`src/rtl/core/gdc_pkg.sv`:
```
// Shared types, constants, calendar helpers and the microcode program of the date unit.
package gdc_pkg;

    typedef logic [4:0] upc_t;

    typedef enum logic [2:0] {
        ACT_SET   = 3'd0,
        ACT_ADD   = 3'd1,
        ACT_INC   = 3'd2,
        ACT_DEC   = 3'd3,
        ACT_UNTIL = 3'd4
    } action_t;

    typedef enum logic [1:0] {
        ST_OK      = 2'd0,
        ST_INVALID = 2'd1,
        ST_RANGE   = 2'd2
    } status_t;

    typedef enum logic [3:0] {
        OP_NOP,
        OP_CHECK,
        OP_SET_WR,
        OP_INIT_CUR,
        OP_INIT_TGT,
        OP_YEAR_ACC,
        OP_MON_ACC,
        OP_SAVE_ORD,
        OP_SPAN,
        OP_ADJUST,
        OP_LOAD_INIT,
        OP_YEAR_SUB,
        OP_MON_SUB,
        OP_COMMIT,
        OP_EMIT
    } op_t;

    typedef enum logic [2:0] {
        H_NONE,
        H_NOACC,
        H_YACC,
        H_MACC,
        H_YSUB,
        H_MSUB,
        H_OUTBUSY
    } hold_t;

    typedef enum logic [1:0] {
        J_NEVER,
        J_ALWAYS,
        J_BAD,
        J_DISPATCH
    } jump_t;

    typedef struct packed {
        op_t   op;
        hold_t hold;
        jump_t jump;
        upc_t  target;
    } ctrl_t;

    localparam upc_t A_IDLE  = 5'd0;
    localparam upc_t A_DISP  = 5'd1;
    localparam upc_t A_SET   = 5'd2;
    localparam upc_t A_UNTIL = 5'd4;
    localparam upc_t A_ADJ   = 5'd14;
    localparam upc_t A_OUT   = 5'd22;

    localparam int        TQ_SHIFT = 17;
    localparam logic [12:0] TQ_MUL = 13'd5243;

    localparam logic [4:0] MONTH_LEN [12] = '{
        5'd31, 5'd28, 5'd31, 5'd30, 5'd31, 5'd30,
        5'd31, 5'd31, 5'd30, 5'd31, 5'd30, 5'd31
    };

    localparam logic [4:0] FEB_LEAP_LEN = 5'd29;
    localparam logic [3:0] FEB = 4'd2;

    function automatic logic [4:0] month_days(input logic [3:0] m, input logic leap);
        logic [3:0] idx;
        logic [4:0] len;
        idx = m - 4'd1;
        if (idx < 4'd12)
        begin
            len = MONTH_LEN[idx];
        end
        else
        begin
            len = MONTH_LEN[0];
        end
        if (m == FEB && leap)
        begin
            len = FEB_LEAP_LEN;
        end
        return len;
    endfunction

    function automatic upc_t dispatch_addr(input logic [2:0] a);
        upc_t r;
        case (a)
            ACT_SET:   r = A_SET;
            ACT_ADD:   r = A_ADJ;
            ACT_INC:   r = A_ADJ;
            ACT_DEC:   r = A_ADJ;
            ACT_UNTIL: r = A_UNTIL;
            default:   r = A_OUT;
        endcase
        return r;
    endfunction

    function automatic ctrl_t ucode(input upc_t a);
        ctrl_t c;
        case (a)
            5'd0:    c = '{OP_NOP,       H_NOACC,   J_NEVER,    A_IDLE};
            5'd1:    c = '{OP_NOP,       H_NONE,    J_DISPATCH, A_IDLE};
            5'd2:    c = '{OP_CHECK,     H_NONE,    J_NEVER,    A_IDLE};
            5'd3:    c = '{OP_SET_WR,    H_NONE,    J_ALWAYS,   A_OUT};
            5'd4:    c = '{OP_CHECK,     H_NONE,    J_NEVER,    A_IDLE};
            5'd5:    c = '{OP_NOP,       H_NONE,    J_BAD,      A_OUT};
            5'd6:    c = '{OP_INIT_CUR,  H_NONE,    J_NEVER,    A_IDLE};
            5'd7:    c = '{OP_YEAR_ACC,  H_YACC,    J_NEVER,    A_IDLE};
            5'd8:    c = '{OP_MON_ACC,   H_MACC,    J_NEVER,    A_IDLE};
            5'd9:    c = '{OP_SAVE_ORD,  H_NONE,    J_NEVER,    A_IDLE};
            5'd10:   c = '{OP_INIT_TGT,  H_NONE,    J_NEVER,    A_IDLE};
            5'd11:   c = '{OP_YEAR_ACC,  H_YACC,    J_NEVER,    A_IDLE};
            5'd12:   c = '{OP_MON_ACC,   H_MACC,    J_NEVER,    A_IDLE};
            5'd13:   c = '{OP_SPAN,      H_NONE,    J_ALWAYS,   A_OUT};
            5'd14:   c = '{OP_INIT_CUR,  H_NONE,    J_NEVER,    A_IDLE};
            5'd15:   c = '{OP_YEAR_ACC,  H_YACC,    J_NEVER,    A_IDLE};
            5'd16:   c = '{OP_MON_ACC,   H_MACC,    J_NEVER,    A_IDLE};
            5'd17:   c = '{OP_ADJUST,    H_NONE,    J_BAD,      A_OUT};
            5'd18:   c = '{OP_LOAD_INIT, H_NONE,    J_NEVER,    A_IDLE};
            5'd19:   c = '{OP_YEAR_SUB,  H_YSUB,    J_NEVER,    A_IDLE};
            5'd20:   c = '{OP_MON_SUB,   H_MSUB,    J_NEVER,    A_IDLE};
            5'd21:   c = '{OP_COMMIT,    H_NONE,    J_ALWAYS,   A_OUT};
            5'd22:   c = '{OP_EMIT,      H_OUTBUSY, J_ALWAYS,   A_IDLE};
            default: c = '{OP_NOP,       H_NONE,    J_ALWAYS,   A_IDLE};
        endcase
        return c;
    endfunction

endpackage

```
`src/rtl/core/gdc_if.sv`:
```
// Request and response channel interfaces of the date unit.
interface gdc_req_if;
    logic        valid;
    logic        ready;
    logic [2:0]  action;
    logic [4:0]  day;
    logic [3:0]  month;
    logic [11:0] year;
    logic [15:0] count;

    modport source (output valid, action, day, month, year, count, input ready);
    modport sink (input valid, action, day, month, year, count, output ready);
endinterface

interface gdc_rsp_if;
    logic               valid;
    logic               ready;
    logic [4:0]         out_day;
    logic [3:0]         out_month;
    logic [11:0]        out_year;
    logic signed [17:0] span;
    logic [1:0]         status;

    modport source (output valid, out_day, out_month, out_year, span, status, input ready);
    modport sink (input valid, out_day, out_month, out_year, span, status, output ready);
endinterface

```
`src/rtl/core/gregorian_date_calendar_unit.sv`:
```
// Gregorian date register with set, add, step and days-until actions, run by a microcode sequencer.
//
//   channel | dir | transaction
//   --------+-----+-----------------------------------------------------------
//   req     | in  | action, day, month, year, count
//   rsp     | out | out_day, out_month, out_year, span, status
//
// A set only checks and writes the date. A step walks the stored date to a day number, and a
// refused step ends there; otherwise the new day number is walked back to a date. Days-until
// walks the stored date and then the target, and a bad target ends it before either walk.
// The date walker moves one year or one month per cycle. Reset loads 1 January of BASE_YEAR.
// The emit step waits while the output register holds an unaccepted result.
module gregorian_date_calendar_unit #(
    parameter int BASE_YEAR = 2000,
    parameter int YEAR_SPAN = 256
) (
    input  logic      clk,
    input  logic      rst_n,
    gdc_req_if.sink   req,
    gdc_rsp_if.source rsp
);
    import gdc_pkg::*;

    localparam int OFF_W = (YEAR_SPAN > 1) ? $clog2(YEAR_SPAN) : 1;
    localparam int ORD_W = $clog2(YEAR_SPAN * 366 + 65537);
    localparam int END_Y = BASE_YEAR + YEAR_SPAN - 1;
    localparam int PRE_Y = BASE_YEAR - 1;
    localparam int LEAPS_END = END_Y / 4 - END_Y / 100 + END_Y / 400;
    localparam int LEAPS_PRE = PRE_Y / 4 - PRE_Y / 100 + PRE_Y / 400;
    localparam int LAST_ORD = 365 * YEAR_SPAN + LEAPS_END - LEAPS_PRE - 1;
    localparam logic [ORD_W-1:0] LAST_ORD_V = ORD_W'(LAST_ORD);
    localparam logic [14:0] BASE15 = 15'(BASE_YEAR);
    localparam logic [14:0] END15 = 15'(BASE_YEAR + YEAR_SPAN);
    localparam logic [8:0] BASE_MOD = 9'(BASE_YEAR % 400);
    localparam logic [8:0] MOD_LAST = 9'd399;

    upc_t               pc_reg, pc_next;
    logic               out_valid_reg, out_valid_next;
    logic [4:0]         cur_day_reg, cur_day_next;
    logic [3:0]         cur_mon_reg, cur_mon_next;
    logic [OFF_W-1:0]   cur_off_reg, cur_off_next;

    logic [2:0]         act_reg, act_next;
    logic [4:0]         tgt_day_reg, tgt_day_next;
    logic [3:0]         tgt_mon_reg, tgt_mon_next;
    logic [11:0]        tgt_year_reg, tgt_year_next;
    logic [15:0]        cnt_reg, cnt_next;
    logic [7:0]         tq_reg, tq_next;
    status_t            status_reg, status_next;
    logic [17:0]        span_reg, span_next;
    logic [ORD_W-1:0]   acc_reg, acc_next;
    logic [ORD_W-1:0]   ord_a_reg, ord_a_next;
    logic [OFF_W-1:0]   w_off_reg, w_off_next;
    logic [8:0]         c400_reg, c400_next;
    logic [3:0]         w_mon_reg, w_mon_next;
    logic [OFF_W-1:0]   g_off_reg, g_off_next;
    logic [3:0]         g_mon_reg, g_mon_next;
    logic [4:0]         g_day_reg, g_day_next;
    logic [4:0]         o_day_reg, o_day_next;
    logic [3:0]         o_mon_reg, o_mon_next;
    logic [11:0]        o_year_reg, o_year_next;
    logic [17:0]        o_span_reg, o_span_next;
    status_t            o_status_reg, o_status_next;

    ctrl_t              ctrl;
    logic               req_fire;
    logic               out_busy;
    logic               leap_w;
    logic [8:0]         diy_w;
    logic [4:0]         dim_w;
    logic [8:0]         c400_inc;
    logic [24:0]        tq_prod;
    logic [12:0]        tq_times25;
    logic               tgt_d25;
    logic               leap_t;
    logic [14:0]        tgt_y15;
    logic [14:0]        tgt_off15;
    status_t            chk_status;
    logic [ORD_W-1:0]   ord_cur;
    logic [ORD_W-1:0]   step_amt;
    logic [ORD_W-1:0]   n_up;
    logic [14:0]        cur_y15;
    logic               hold_hit;
    logic               jump_hit;

    assign ctrl = ucode(pc_reg);
    assign req.ready = (pc_reg == A_IDLE);
    assign req_fire = req.valid && req.ready;
    assign out_busy = out_valid_reg && !rsp.ready;

    assign leap_w = (c400_reg[1:0] == 2'b00)
                    && !(c400_reg inside {9'd100, 9'd200, 9'd300});
    assign diy_w = leap_w ? 9'd366 : 9'd365;
    assign dim_w = month_days(w_mon_reg, leap_w);
    assign c400_inc = (c400_reg == MOD_LAST) ? 9'd0 : c400_reg + 9'd1;

    assign tq_prod = 25'(tgt_year_reg) * 25'(TQ_MUL);
    assign tq_next = tq_prod[TQ_SHIFT +: 8];
    assign tq_times25 = 13'({tq_reg, 4'b0000}) + 13'({tq_reg, 3'b000}) + 13'(tq_reg);
    assign tgt_d25 = (tq_times25 == 13'(tgt_year_reg));
    assign leap_t = (tgt_year_reg[1:0] == 2'b00) && !(tgt_d25 && tgt_year_reg[3:0] != 4'd0);
    assign tgt_y15 = 15'(tgt_year_reg);
    assign tgt_off15 = tgt_y15 - BASE15;

    always_comb
    begin
        if (!(tgt_mon_reg inside {[4'd1:4'd12]}) || tgt_y15 < BASE15
            || tgt_day_reg == 5'd0)
        begin
            chk_status = ST_INVALID;
        end
        else if (tgt_day_reg > month_days(tgt_mon_reg, leap_t))
        begin
            chk_status = ST_INVALID;
        end
        else if (tgt_y15 >= END15)
        begin
            chk_status = ST_RANGE;
        end
        else
        begin
            chk_status = ST_OK;
        end
    end

    assign ord_cur = acc_reg + ORD_W'(g_day_reg) - ORD_W'(1);
    assign step_amt = (act_reg == ACT_ADD) ? ORD_W'(cnt_reg) : ORD_W'(1);
    assign n_up = ord_cur + step_amt;
    assign cur_y15 = BASE15 + 15'(cur_off_reg);

    always_comb
    begin
        out_valid_next = out_valid_reg;
        cur_day_next   = cur_day_reg;
        cur_mon_next   = cur_mon_reg;
        cur_off_next   = cur_off_reg;
        act_next       = act_reg;
        tgt_day_next   = tgt_day_reg;
        tgt_mon_next   = tgt_mon_reg;
        tgt_year_next  = tgt_year_reg;
        cnt_next       = cnt_reg;
        status_next    = status_reg;
        span_next      = span_reg;
        acc_next       = acc_reg;
        ord_a_next     = ord_a_reg;
        w_off_next     = w_off_reg;
        c400_next      = c400_reg;
        w_mon_next     = w_mon_reg;
        g_off_next     = g_off_reg;
        g_mon_next     = g_mon_reg;
        g_day_next     = g_day_reg;
        o_day_next     = o_day_reg;
        o_mon_next     = o_mon_reg;
        o_year_next    = o_year_reg;
        o_span_next    = o_span_reg;
        o_status_next  = o_status_reg;

        if (out_valid_reg && rsp.ready)
        begin
            out_valid_next = 1'b0;
        end

        if (req_fire)
        begin
            act_next      = req.action;
            tgt_day_next  = req.day;
            tgt_mon_next  = req.month;
            tgt_year_next = req.year;
            cnt_next      = req.count;
            status_next   = ST_OK;
            span_next     = '0;
        end

        case (ctrl.op)
            OP_NOP:
            begin
            end
            OP_CHECK:
            begin
                status_next = chk_status;
            end
            OP_SET_WR:
            begin
                if (status_reg == ST_OK)
                begin
                    cur_day_next = tgt_day_reg;
                    cur_mon_next = tgt_mon_reg;
                    cur_off_next = tgt_off15[OFF_W-1:0];
                end
            end
            OP_INIT_CUR:
            begin
                acc_next   = '0;
                w_off_next = '0;
                c400_next  = BASE_MOD;
                w_mon_next = 4'd1;
                g_off_next = cur_off_reg;
                g_mon_next = cur_mon_reg;
                g_day_next = cur_day_reg;
            end
            OP_INIT_TGT:
            begin
                acc_next   = '0;
                w_off_next = '0;
                c400_next  = BASE_MOD;
                w_mon_next = 4'd1;
                g_off_next = tgt_off15[OFF_W-1:0];
                g_mon_next = tgt_mon_reg;
                g_day_next = tgt_day_reg;
            end
            OP_YEAR_ACC:
            begin
                if (w_off_reg != g_off_reg)
                begin
                    acc_next   = acc_reg + ORD_W'(diy_w);
                    w_off_next = w_off_reg + OFF_W'(1);
                    c400_next  = c400_inc;
                end
            end
            OP_MON_ACC:
            begin
                if (w_mon_reg != g_mon_reg)
                begin
                    acc_next   = acc_reg + ORD_W'(dim_w);
                    w_mon_next = w_mon_reg + 4'd1;
                end
            end
            OP_SAVE_ORD:
            begin
                ord_a_next = ord_cur;
            end
            OP_SPAN:
            begin
                if (ord_cur < ord_a_reg)
                begin
                    span_next = '1;
                end
                else
                begin
                    span_next = 18'(ord_cur - ord_a_reg);
                end
            end
            OP_ADJUST:
            begin
                if (act_reg == ACT_DEC)
                begin
                    if (ord_cur == '0)
                    begin
                        status_next = ST_RANGE;
                    end
                    else
                    begin
                        acc_next = ord_cur - ORD_W'(1);
                    end
                end
                else if (n_up > LAST_ORD_V)
                begin
                    status_next = ST_RANGE;
                end
                else
                begin
                    acc_next = n_up;
                end
            end
            OP_LOAD_INIT:
            begin
                w_off_next = '0;
                c400_next  = BASE_MOD;
                w_mon_next = 4'd1;
            end
            OP_YEAR_SUB:
            begin
                if (acc_reg >= ORD_W'(diy_w))
                begin
                    acc_next   = acc_reg - ORD_W'(diy_w);
                    w_off_next = w_off_reg + OFF_W'(1);
                    c400_next  = c400_inc;
                end
            end
            OP_MON_SUB:
            begin
                if (acc_reg >= ORD_W'(dim_w))
                begin
                    acc_next   = acc_reg - ORD_W'(dim_w);
                    w_mon_next = w_mon_reg + 4'd1;
                end
            end
            OP_COMMIT:
            begin
                cur_day_next = acc_reg[4:0] + 5'd1;
                cur_mon_next = w_mon_reg;
                cur_off_next = w_off_reg;
            end
            OP_EMIT:
            begin
                if (!out_busy)
                begin
                    out_valid_next = 1'b1;
                    o_day_next     = cur_day_reg;
                    o_mon_next     = cur_mon_reg;
                    o_year_next    = cur_y15[11:0];
                    o_span_next    = span_reg;
                    o_status_next  = status_reg;
                end
            end
            default:
            begin
            end
        endcase
    end

    always_comb
    begin
        case (ctrl.hold)
            H_NONE:    hold_hit = 1'b0;
            H_NOACC:   hold_hit = !req.valid;
            H_YACC:    hold_hit = (w_off_reg != g_off_reg);
            H_MACC:    hold_hit = (w_mon_reg != g_mon_reg);
            H_YSUB:    hold_hit = (acc_reg >= ORD_W'(diy_w));
            H_MSUB:    hold_hit = (acc_reg >= ORD_W'(dim_w));
            H_OUTBUSY: hold_hit = out_busy;
            default:   hold_hit = 1'b0;
        endcase

        case (ctrl.jump)
            J_NEVER:    jump_hit = 1'b0;
            J_ALWAYS:   jump_hit = 1'b1;
            J_BAD:      jump_hit = (status_next != ST_OK);
            J_DISPATCH: jump_hit = 1'b1;
            default:    jump_hit = 1'b0;
        endcase

        if (hold_hit)
        begin
            pc_next = pc_reg;
        end
        else if (jump_hit)
        begin
            pc_next = (ctrl.jump == J_DISPATCH) ? dispatch_addr(act_reg) : ctrl.target;
        end
        else
        begin
            pc_next = pc_reg + 5'd1;
        end
    end

    always_ff @(posedge clk or negedge rst_n)
    begin
        if (!rst_n)
        begin
            pc_reg        <= A_IDLE;
            out_valid_reg <= 1'b0;
            cur_day_reg   <= 5'd1;
            cur_mon_reg   <= 4'd1;
            cur_off_reg   <= '0;
        end
        else
        begin
            pc_reg        <= pc_next;
            out_valid_reg <= out_valid_next;
            cur_day_reg   <= cur_day_next;
            cur_mon_reg   <= cur_mon_next;
            cur_off_reg   <= cur_off_next;
        end
    end

    always_ff @(posedge clk)
    begin
        act_reg      <= act_next;
        tgt_day_reg  <= tgt_day_next;
        tgt_mon_reg  <= tgt_mon_next;
        tgt_year_reg <= tgt_year_next;
        cnt_reg      <= cnt_next;
        tq_reg       <= tq_next;
        status_reg   <= status_next;
        span_reg     <= span_next;
        acc_reg      <= acc_next;
        ord_a_reg    <= ord_a_next;
        w_off_reg    <= w_off_next;
        c400_reg     <= c400_next;
        w_mon_reg    <= w_mon_next;
        g_off_reg    <= g_off_next;
        g_mon_reg    <= g_mon_next;
        g_day_reg    <= g_day_next;
        o_day_reg    <= o_day_next;
        o_mon_reg    <= o_mon_next;
        o_year_reg   <= o_year_next;
        o_span_reg   <= o_span_next;
        o_status_reg <= o_status_next;
    end

    assign rsp.valid     = out_valid_reg;
    assign rsp.out_day   = o_day_reg;
    assign rsp.out_month = o_mon_reg;
    assign rsp.out_year  = o_year_reg;
    assign rsp.span      = $signed(o_span_reg);
    assign rsp.status    = o_status_reg;

    // The stored date is always a legal calendar position.
    a_cur_legal: assert property (@(posedge clk) disable iff (!rst_n)
        cur_mon_reg >= 4'd1 && cur_mon_reg <= 4'd12 && cur_day_reg != 5'd0)
        else $error("stored date out of range");

    // Only the set and commit steps may change the stored date.
    a_cur_write: assert property (@(posedge clk) disable iff (!rst_n)
        (ctrl.op != OP_SET_WR && ctrl.op != OP_COMMIT)
        |=> $stable({cur_day_reg, cur_mon_reg, cur_off_reg}))
        else $error("stored date changed outside a write step");

    // The year walk never passes its goal year.
    a_year_walk: assert property (@(posedge clk) disable iff (!rst_n)
        ctrl.op == OP_YEAR_ACC |-> w_off_reg <= g_off_reg)
        else $error("year walk overshot its goal");

    // A nonzero span only comes with a successful days-until transaction.
    a_span_ok: assert property (@(posedge clk) disable iff (!rst_n)
        (out_valid_reg && o_span_reg != '0) |-> o_status_reg == ST_OK)
        else $error("span reported with a failing status");

endmodule
```
`src/flat_wrapper.sv`:
```
// flat-port wrapper written by rule: the top's interface ports become plain ports
module gregorian_date_calendar_unit_flat import gdc_pkg::*;
#(
    parameter int BASE_YEAR = 2000,
    parameter int YEAR_SPAN = 256
)
  (clk, rst_n, req_valid, req_action, req_day, req_month, req_year, req_count, req_ready, rsp_valid, rsp_out_day, rsp_out_month, rsp_out_year, rsp_span, rsp_status, rsp_ready);
  gdc_req_if req_i ();
  gdc_rsp_if rsp_i ();
  input  logic clk;
  input  logic rst_n;
  input wire logic [$bits(req_i.valid)-1:0] req_valid;
  input wire logic [$bits(req_i.action)-1:0] req_action;
  input wire logic [$bits(req_i.day)-1:0] req_day;
  input wire logic [$bits(req_i.month)-1:0] req_month;
  input wire logic [$bits(req_i.year)-1:0] req_year;
  input wire logic [$bits(req_i.count)-1:0] req_count;
  output wire logic [$bits(req_i.ready)-1:0] req_ready;
  output wire logic [$bits(rsp_i.valid)-1:0] rsp_valid;
  output wire logic [$bits(rsp_i.out_day)-1:0] rsp_out_day;
  output wire logic [$bits(rsp_i.out_month)-1:0] rsp_out_month;
  output wire logic [$bits(rsp_i.out_year)-1:0] rsp_out_year;
  output wire logic [$bits(rsp_i.span)-1:0] rsp_span;
  output wire logic [$bits(rsp_i.status)-1:0] rsp_status;
  input wire logic [$bits(rsp_i.ready)-1:0] rsp_ready;
  assign req_i.valid = req_valid;
  assign req_i.action = req_action;
  assign req_i.day = req_day;
  assign req_i.month = req_month;
  assign req_i.year = req_year;
  assign req_i.count = req_count;
  assign req_ready = req_i.ready;
  assign rsp_valid = rsp_i.valid;
  assign rsp_out_day = rsp_i.out_day;
  assign rsp_out_month = rsp_i.out_month;
  assign rsp_out_year = rsp_i.out_year;
  assign rsp_span = rsp_i.span;
  assign rsp_status = rsp_i.status;
  assign rsp_i.ready = rsp_ready;
  gregorian_date_calendar_unit #(.BASE_YEAR(BASE_YEAR), .YEAR_SPAN(YEAR_SPAN)) u_core (.clk(clk), .rst_n(rst_n), .req(req_i), .rsp(rsp_i));
endmodule
```
`config.mk`:
```
export PLATFORM = sky130hd
export DESIGN_NAME = gregorian_date_calendar_unit_flat
export DESIGN_NICKNAME = d
export VERILOG_FILES = /design/src/rtl/core/gdc_pkg.sv /design/src/rtl/core/gdc_if.sv /design/src/rtl/core/gregorian_date_calendar_unit.sv /design/src/flat_wrapper.sv
export SDC_FILE = /design/constraint.sdc
export NUM_CORES = 1
export LEC_CHECK = 0
export CAP_MARGIN = 30
export CORE_ASPECT_RATIO = 1.5
export CORE_UTILIZATION = 55
export DETAILED_ROUTE_END_ITERATION = 12
export DONT_BUFFER_PORTS = 1
export GPL_TIMING_DRIVEN = 0
export PLACE_DENSITY_LB_ADDON = 0.15
export RECOVER_POWER = 25
export SLEW_MARGIN = 20
export SYNTH_ARGS = -nofsm -noshare
export SYNTH_HDL_FRONTEND = slang
export SYNTH_SLANG_ARGS = --single-unit
```
`constraint.sdc`:
```
create_clock -name clk -period 18.75 [get_ports clk]
set_clock_uncertainty 0.1 [all_clocks]
set_input_delay 5.625 -clock clk [delete_from_list [all_inputs] [get_ports clk]]
set_output_delay 5.625 -clock clk [all_outputs]
set_load 0.1 [all_outputs]
```
After elaboration in Yosys (flattened, before gate mapping) --
Memory sizes are Yosys's and may differ from the RTL's. Cells that the tools add are included. W data, S select, Z words.
Operators by class: muxes and demuxes 57, reductions and logical operators 42, add/subtract/negate cells 20, equality and inequality tests 43, bitwise logic cells 3, order comparisons 13, multiply operators 1
Operator list (count):
- $mux W18 | 10
- $pmux W18 S6 | 1
- $mux W5 | 12
- $add A18 B5 Y18 | 2
- $sub A18 B1 Y18 const B | 2
- $pmux W8 S2 | 2
- $eq A4 B4 Y1 const B | 7
- $mux W9 | 3
- $pmux W9 S3 | 1
- $mul A12 B13 Y25 const B | 1
- $mux W8 | 3
- $pmux W8 S3 | 1
- $pmux W5 S2 | 2
- $add A18 B18 Y18 | 1
- $add A18 B9 Y18 | 1
- $eq A9 B9 Y1 const B | 2
- $ge A18 B5 Y1 | 1
- $ge A18 B9 Y1 | 1
- $gt A18 B17 Y1 const B | 1
- $logic_not A18 Y1 | 1
- $lt A18 B18 Y1 | 1
- $sub A18 B18 Y18 | 1
- $sub A18 B5 Y18 | 1
- $sub A18 B9 Y18 | 1
- other kinds (59) | 120
Storage, ports and cells: logic and storage cells 208, bits in read-only memories 544, memories kept 3, input port bits 44, register bits after elaboration 206
Memories:
- (name not given) | depth 32, width 12, read ports 1, clocked after memory_dff 0, write ports 0, RTL line gdc_pkg.sv:114 | case (a)
- (name not given) | depth 16, width 5, read ports 1, clocked after memory_dff 0, write ports 0, RTL line gdc_pkg.sv:86 | len = MONTH_LEN[idx];
- (name not given) | depth 16, width 5, read ports 1, clocked after memory_dff 0, write ports 0, RTL line gdc_pkg.sv:86

Logic depth before layout (Yosys ltp) --
depth after elaboration 16, gate-level depth with buffers 25

Worst setup path after synthesis --
Ideal clock, no wire load.
path type input -> register, start point input rsp_ready, end point register u_core.o_day_reg[0], in the netlist u_core.rsp.out_day[0], enable pin, arrival time 7.379 ns, required time 18.213 ns, library setup time 0.437 ns, setup slack 10.834 ns, stages 2, path through nor2b_1 -> nor2_1
On the way: word-level cells in the longest chain between the ends 4
RTL lines:
- start, declared | RTL line flat_wrapper.sv:25 | input wire logic [$bits(rsp_i.ready)-1:0] rsp_ready;
- $logic_not A1 Y1 | RTL line gregorian_date_calendar_unit.sv:89 | assign out_busy = out_valid_reg && !rsp.ready;
- $logic_and A1 B1 Y1 | RTL line gregorian_date_calendar_unit.sv:89
- $not A1 Y1 (no line)
- $reduce_and A2 Y1 (no line)
- end signal, assigned | RTL line gregorian_date_calendar_unit.sv:385 | o_day_reg <= o_day_next;
- end, declared | RTL line gregorian_date_calendar_unit.sv:59 | logic [4:0] o_day_reg, o_day_next;
No other way between the ends. A chain may end at the register's enable or synchronous reset.

Final worst setup path --
start point register u_core.pc_reg[2], end point output req_ready
On the way: word-level cells in the longest chain between the ends 1
RTL lines:
- start, declared | RTL line gregorian_date_calendar_unit.sv:37 | upc_t pc_reg, pc_next;
- start signal, assigned | RTL line gregorian_date_calendar_unit.sv:359 | pc_reg <= pc_next;
- $logic_not A5 Y1 | RTL line gregorian_date_calendar_unit.sv:87 | assign req.ready = (pc_reg == A_IDLE);
- end, declared | RTL line flat_wrapper.sv:18 | output wire logic [$bits(req_i.ready)-1:0] req_ready;
No other way between the ends.

==> out/metrics.csv <==
metric,value,unit
dr_total_vias,12600,
setup_viol,0,
drtIter0Drc,584,
synth_edf_count,172,
synth_simple_gate_area_share,12.8,%
fin_util,60.6,%
hp-class,reg -> reg,
postSynthCellCount,1670,
syn-num-nets,1975,
muxShareOfSynthArea,2.01,%
dpl.cell_count,2074,
fmax,122,MHz
n_fill_cell,2494,
antenna_cells,0,
fin_setup_tns,0,ps
synth.top_cells.by_area,"edfxtp_1 31%, ha_1 15%, fa_1 6.9%",
dieWidth,144,um
viasPerCell,5.93,
cts_buffers,24,
final.setup.worst_slack,10530,ps
instances_no_fill,2118,
rows,77,
yosysTopAreaCell,edfxtp_1,
cts_resized,0,
yosysSeqAreaShare,35.8,%
antenna_found_initial,0,
start_util,56.1,%
cp.arrival,2500,ps
outcome,"finished, final reports clean",
fp.dieArea,0.0309,mm^2
critical_path_class,reg -> out,
worstHoldPathCells,0,
grt_pass1_wl,66.8,mm
synth_adder_area_share,22.3,%
wl_per_cell,19.4,um
synthToLayoutAreaGrowth,8.04,%
cts-root-buf,clkbuf_16,
routed_wl,41.2,mm
seq_area,0.00594,mm^2
grt-ovfl-total,0,
nets,2010,
post-route-min-period,8220,ps
grt_max_degree,27,
portBuffers,0,
track_usage,28.1,%
yosys_warnings,0,
synth_cell_types,88,
io_pins,87,
final_common_cell,ha_1,
cts-hold-fix-buffers,0,
drtPass1Iterations,5,
dpl.hpwl,32.6,mm
relSlewSlack,23.8,%
clk_latency,540,ps
cts_sinks,205,
drtAntennaViolNets,0,
crit_fanout,10,
maxSlewViolCount,0,
synth_top_family_by_area,adder cells,
gp_congestion,0.895,
synth_top_area_share,31.1,%
cts_tree,yes,
syn_avg_cell_area,9.93,um^2
layout_common_cells,"204 x ha_1, 191 x inv_1, 172 x edfxtp_1",
coreArea,0.0296,mm^2
h-tree-depth,1,
rsz0062_at_grt,false,
async_flop_share,11.2,%
synth-main-ff-cell,edfxtp_1,
synth_compound_area_share,15.3,%
worst_ep_required_time,13020,ps
drive_gt1_share,4.82,%
clk_pin_slew,60,ps
critPathLaunchType,flop,
final.period_utilization,43.8,%
worstSetupEndpointType,primary output,
synth_xor_area_share,6.33,%
maxCapViolCount,0,
synth_seq_cells,205,
dpl_worst_slack,11080,ps
finalHoldViolCount,0,
clk_path_buf_depth,3,
syn_area,0.0166,mm^2
die_y,215,um
multi_input_area,0.00975,mm^2
r2r_cells,23,
grt_pass1_vias,13300,
drc,0,
tightest_slew,1140,ps
post_cts_buffers,0,
==> worst max-delay path, cell delays in order (launching register included) <==
cell and delay, ps:
dfrtp_1 380, clkbuf_1 190, clkbuf_1 270, nor3_1 260, and2_1 850
==> worst paths after layout <==
path | from | end | slack [ps]
setup / recovery | u_core.pc_reg[2] | req_ready | 10530
hold / removal | u_core.span_reg[14] | u_core.rsp.span[14] | 320
setup reg to reg | u_core.acc_reg[2] | u_core.acc_reg[16] | 11410
hold reg to reg | u_core.span_reg[14] | u_core.rsp.span[14] | 320
max in group asynchronous | rst_n | u_core.cur_mon_reg[0] | 13690
min in group asynchronous | rst_n | u_core.pc_reg[3] | 4670
==> metrics by stage <==
stage          instance area (um^2)  hold slack (ps)
6_report                      17900              320
5_1_grt                       17900              324
4_1_cts                       18000              322
3_5_place_dp                  17200              310
3_3_place_gp                  17100              304
2_1_floorplan                 16600              300
==> per-layer routing <==
metal  wire length [um]  GRT usage (%)  up-vias  share of wire, %
met4               2540           16.8        0               6.2
met5                  0              0        -                 0
met2              22700           54.5      380                55
met3               1530           3.50      145               3.7
li1                   -              -     6027                 -
met1              14400           27.4     6005                35
==> area by class of cell <==
class / count / share of cell area (%)
flip-flops and latches: 205 / 33.2
well taps: 395 / 2.76
multi-input cells: 1232 / 54.4
inverters: 194 / 4.06
clock buffers: 34 / 3.73
clock inverters: 10 / 0.482
repair buffers: 9 / 0.524
plain buffers: 39 / 0.908
==> cell usage after synthesis (5+ instances only) <==
cell	number
mux2_2	9
o21bai_1	10
xnor2_1	86
and3_1	13
nor4_1	7
nor3b_1	5
a21oi_1	93
dfxtp_1	10
nand2b_1	20
nor2b_1	19
a21o_1	24
or3_1	8
and2_1	24
o21ai_0	77
nand3_1	39
nand2_1	118
a22oi_1	14
a221o_1	8
a31oi_1	14
nor2_1	125
edfxtp_1	172
o2111ai_1	5
o31ai_1	14
a211oi_1	13
fa_1	57
xor2_1	32
o22ai_1	11
dfrtp_1	21
inv_1	192
clkbuf_1	32
mux2i_1	15
ha_1	204
o221ai_1	10
o21a_1	19
o211ai_1	9
a221oi_1	7
nor3_1	39
nand4_1	12
==> cell families (layout without fill, tap and decap cells) <==
kind of cell,after synthesis,after routing
AO/OA/AOI/OAI,375,375
XOR/XNOR,119,119
adder cells (fa/ha/maj),262,262
buffers and inverters,233,286
flip-flops,205,205
multiplexers,29,29
AND/OR/NAND/NOR,447,447
Power is left out: the tool's default activity adds up to more than one toggle a clock period on the data nets, which glitch-free logic cannot reach.
